## config.mk

```make
export PLATFORM = sky130hd
export DESIGN_NAME = tms_alu
export DESIGN_NICKNAME = d
export VERILOG_FILES = /design/src/rtl/core/tms_pkg.sv /design/src/rtl/core/tms_alu.sv
export SDC_FILE = /design/constraint.sdc
export NUM_CORES = 1
export LEC_CHECK = 0
export BUFFER_PORTS_ARGS = -buffer_cell sky130_fd_sc_hd__buf_2
export CORE_UTILIZATION = 49
export DETAILED_ROUTE_END_ITERATION = 10
export GPL_TIMING_DRIVEN = 0
export PLACE_DENSITY = 0.95
export SETUP_SLACK_MARGIN = 0.5
export SKIP_LAST_GASP = 1
export SLEW_MARGIN = 25
export SYNTH_ARGS = -nofsm -noshare
export SYNTH_HDL_FRONTEND = slang
export SYNTH_SLANG_ARGS = --single-unit
```

## constraint.sdc

```tcl
create_clock -name vclk -period 3.9
set_input_delay 0.39 -clock vclk [all_inputs]
set_output_delay 0.39 -clock vclk [all_outputs]
set_load 0.05 [all_outputs]
```

## src/rtl/core/tms_pkg.sv

```systemverilog
// Shared types and constants for the Markov transition sampler.
`default_nettype none

package tms_pkg;

   // Fixed field widths of the stream payloads
   localparam int IDX_BITS      = 7;
   localparam int FRAC_BITS     = 16;
   localparam int CSR_BITS      = 8;
   localparam int REQ_DATA_BITS = 48;
   localparam int REQ_USER_BITS = 2;
   localparam int RSP_DATA_BITS = 8;
   localparam int RSP_USER_BITS = 2;

   localparam logic [CSR_BITS-1:0] NUM_STATES_RESET = 8'd128;

   // Operation carried in the request tuser
   typedef enum logic [1:0] {
      KIND_CLEAR  = 2'd0,
      KIND_ADD    = 2'd1,
      KIND_ACC    = 2'd2,
      KIND_SAMPLE = 2'd3
   } kind_type;

   // Sequencer states
   typedef enum logic [3:0] {
      ST_IDLE,
      ST_CLEAR,
      ST_ADD_RD,
      ST_ADD_WR,
      ST_ACC_RD,
      ST_ACC_WR,
      ST_SMP_HI,
      ST_SMP_LO,
      ST_SMP_MUL,
      ST_SMP_MID,
      ST_SMP_CMP,
      ST_SMP_FB,
      ST_SMP_FE,
      ST_SMP_PICK,
      ST_DONE
   } state_type;

   // Status flags out of the shared arithmetic unit
   typedef struct packed {
      logic sat;   // saturating add clipped at the count maximum
      logic less;  // entry scaled by 2^16 is below the search target
   } alu_flags_type;

endpackage

`default_nettype wire

```

## src/rtl/core/tms_alu.sv

```systemverilog
// Shared arithmetic unit: saturating count add and scaled search compare.
`default_nettype none

module tms_alu
   import tms_pkg::*;
#(
   parameter int COUNT_BITS  = 16,
   parameter int TARGET_BITS = 34
) (
   input  wire logic        [COUNT_BITS-1:0]  entry,
   input  wire logic        [COUNT_BITS-1:0]  addend,
   input  wire logic signed [TARGET_BITS-1:0] target,
   output logic             [COUNT_BITS-1:0]  result,
   output alu_flags_type                      flags
);

   logic        [COUNT_BITS:0]    sum;
   logic signed [TARGET_BITS-1:0] scaled;

   // saturating add: carry out means the sum passed the count maximum;
   // exact compare of entry * 2^16 against fraction * difference
   always_comb begin
      sum        = {1'b0, entry} + {1'b0, addend};
      flags.sat  = sum[COUNT_BITS];
      result     = sum[COUNT_BITS] ? {COUNT_BITS{1'b1}} : sum[COUNT_BITS-1:0];
      scaled     = $signed({2'b00, entry, {FRAC_BITS{1'b0}}});
      flags.less = scaled < target;
   end

endmodule

`default_nettype wire

```

==> flow_summary.toml <==
[hold_path]
hold-path-endpoint = "flags[0]"
hold_class = "in2out"
min_path_cells = 4
min_from = "target[33]"

[clock_tree]
cts_resized = 0
ctsHoldBuffers = 0
post_cts_buffers = 0

[die]
ios = 84
die_h_microns = 53.2
dieArea_sq_um = 2830
core_area_sq_um = 2480
rows = 18
fp.dieW_microns = 53.2
start_util = 0.519

[synthesis]
synth_fp_nets = 282
synthXorXnorAreaFrac = 0.0681
synth_compound_area_frac = 0.311
synth_top_family_by_area = "adder cells"
ys_warn_count = 0
synth_top_area_share = 0.311
synth.area.top_cells = "ha_1 (31%), nand2_1 (6.4%), inv_1 (5.8%)"
synth-simple-area-share = 0.214
synth_cells = 183
seq_area_frac_synth = 0
synth_common_cells = "ha_1 (32), nand2_1 (22), inv_1 (20), a21oi_1 (14), nor2_1 (12)"
synth.most_common_cell = "ha_1"
yosysTopAreaCell = "ha_1"
ys_types = 39
syn-cell-area_sq_um = 1290
muxShareOfSynthArea = 0
synth_area_per_cell_sq_um = 7.03
synthAdderAreaFrac = 0.327

[timing]
timing.final.ws_setup_ps = 897
finalMaxSlewViolations = 0
fin_crit_sh = 0.770
fmax_ghz = 0.333
worst_pin_slew_ps = 382
rsz0062_at_grt = "false"
finalHoldViolCount = 0
setup_viol = 0
relSlewSlack = 0.739
holdWs_ps = 1230
final.setup.tns_ps = 0
fin_crit_ps = 3000

[power]
switching_power_uw = 266
internal_power_uw = 135
p_leak_nw = 0.982
power.total_uw = 401
swShare = 0.664
pwr-share-seq = 0
pwr-share-comb = 1.000
peakVddDrop_mv = 0.207
clkPwrFrac = 0
power.density_nw_per_um2 = 230

[global_routing]
grt_usage = 0.264
grt_pass1_wl_mm = 5.73
antenna_found_initial = 0
grt_pass1_vias = 1494
overflow = 0
grt_max_degree = 11

[placement]
hpwl_mm = 3.16
dp.cells = 297
dp_slack_ps = 912
routabilityCongestion = 0.834
dpl_cell_area_sq_um = 1740
portBuffers = 84

[setup_path]
cp.required_ps = 3510
cp_slowest_cell = "fa_1"
cpPeakStageDelay_ps = 450
crit_buf_inv = 3
start_kind = "input pin"
end_kind = "output port"
cp_cell_sequence = "buf_2 -> ha_1 -> fa_1 -> a211oi_1 -> o21ai_1 -> a31oi_4 -> a21o_4 -> buf_6 -> o21ai_1 -> buf_2"
crit_fanout = 10
cp_top_family = "compound AO/OA/AOI/OAI gates"
worstSetupPathType = "in2out"
arrival_ps = 2610

[final_layout]
final_cells = 297
diodes = 0
seq_cell_count = 0
nFillCells = 243
nNetsFinal = 368
area.growth.synth_to_final_pct = 35.6
fin_area_sq_um = 1740
clockBufferCount = 0
regArea_sq_um = 0
layout-drive-gt1-share = 0.341
final_util = 0.704

[route]
drt-initial-drc-count = 16
dr.pass1.iters = 4
vias_per_cell = 5.57
vias = 1655
ant_nets = 0
wl_per_cell_microns = 11.8
routed_wl_mm = 3.52
route.detailed.drc = 0

[flow_run]
maxCapViolCount = 0

[status]
outcome = "completed"
[routing by layer]
layer	vias to the layer above	global-route usage	part of all wire
met3	6	0.0144	0.051
li1	839	-	-
met1	742	0.306	0.41
met5	-	0	0
met2	68	0.521	0.52
met4	0	0.0439	0.016
[cell type report]
| cell class | count | area (sq um) | share of cell area |
|---|---|---|---|
| multi-input combinational | 158 | 1180 | 0.679 |
| timing repair buffer | 84 | 420 | 0.241 |
| inverter | 21 | 78.8 | 0.0452 |
| tap | 30 | 37.5 | 0.0215 |
| buffer | 4 | 23.8 | 0.0136 |
[worst max-delay path by stage]
stage                   start    endpoint  slack [ps]  cells after the start
finish               entry[0]   result[4]         900                     10
global placement     entry[0]   result[4]         930                     10
floorplan           entry[10]  result[15]         880                      7
CTS                  entry[0]   result[4]         900                     10
global route         entry[0]   result[4]         790                     10
detailed placement   entry[0]   result[4]         910                     10
[power groups by stage]
| stage | Clock (mW) | Combinational [mW] | Sequential (mW) |
|---|---|---|---|
| global placement | 0 | 0.392 | 0 |
| finish | 0 | 0.401 | 0 |
| floorplan | 0 | 0.297 | 0 |
| global route | 0 | 0.437 | 0 |
| detailed placement | 0 | 0.400 | 0 |
| CTS | 0 | 0.401 | 0 |
[cells in the final DEF, fill, tap and decap left out, drive strengths merged, types with 2 or more instances in the layout]
master,count
buf,86
ha,32
nand2,22
inv,21
a21oi,14
nor2,12
o21ai,12
a21o,9
xnor2,8
a211oi,6
nand3,5
nor3,4
nor4,4
nand4,3
o211ai,3
nand2b,3
o21a,3
clkbuf,2
o21bai,2
xor2,2
a2111oi,2
[tightest hold or removal path, delay by kind of cell]
kind                   cells  cell delay [ps]
AO/OA/AOI/OAI              2              150
buffers and inverters      2              300
[logic make-up after synthesis]
kind of cell,count (synthesis)
simple gates,58
compound gates,57
fa+ha+maj,33
buf+inv,25
xor+xnor,10
No activity file was read; power rests on OpenSTA's default activity.
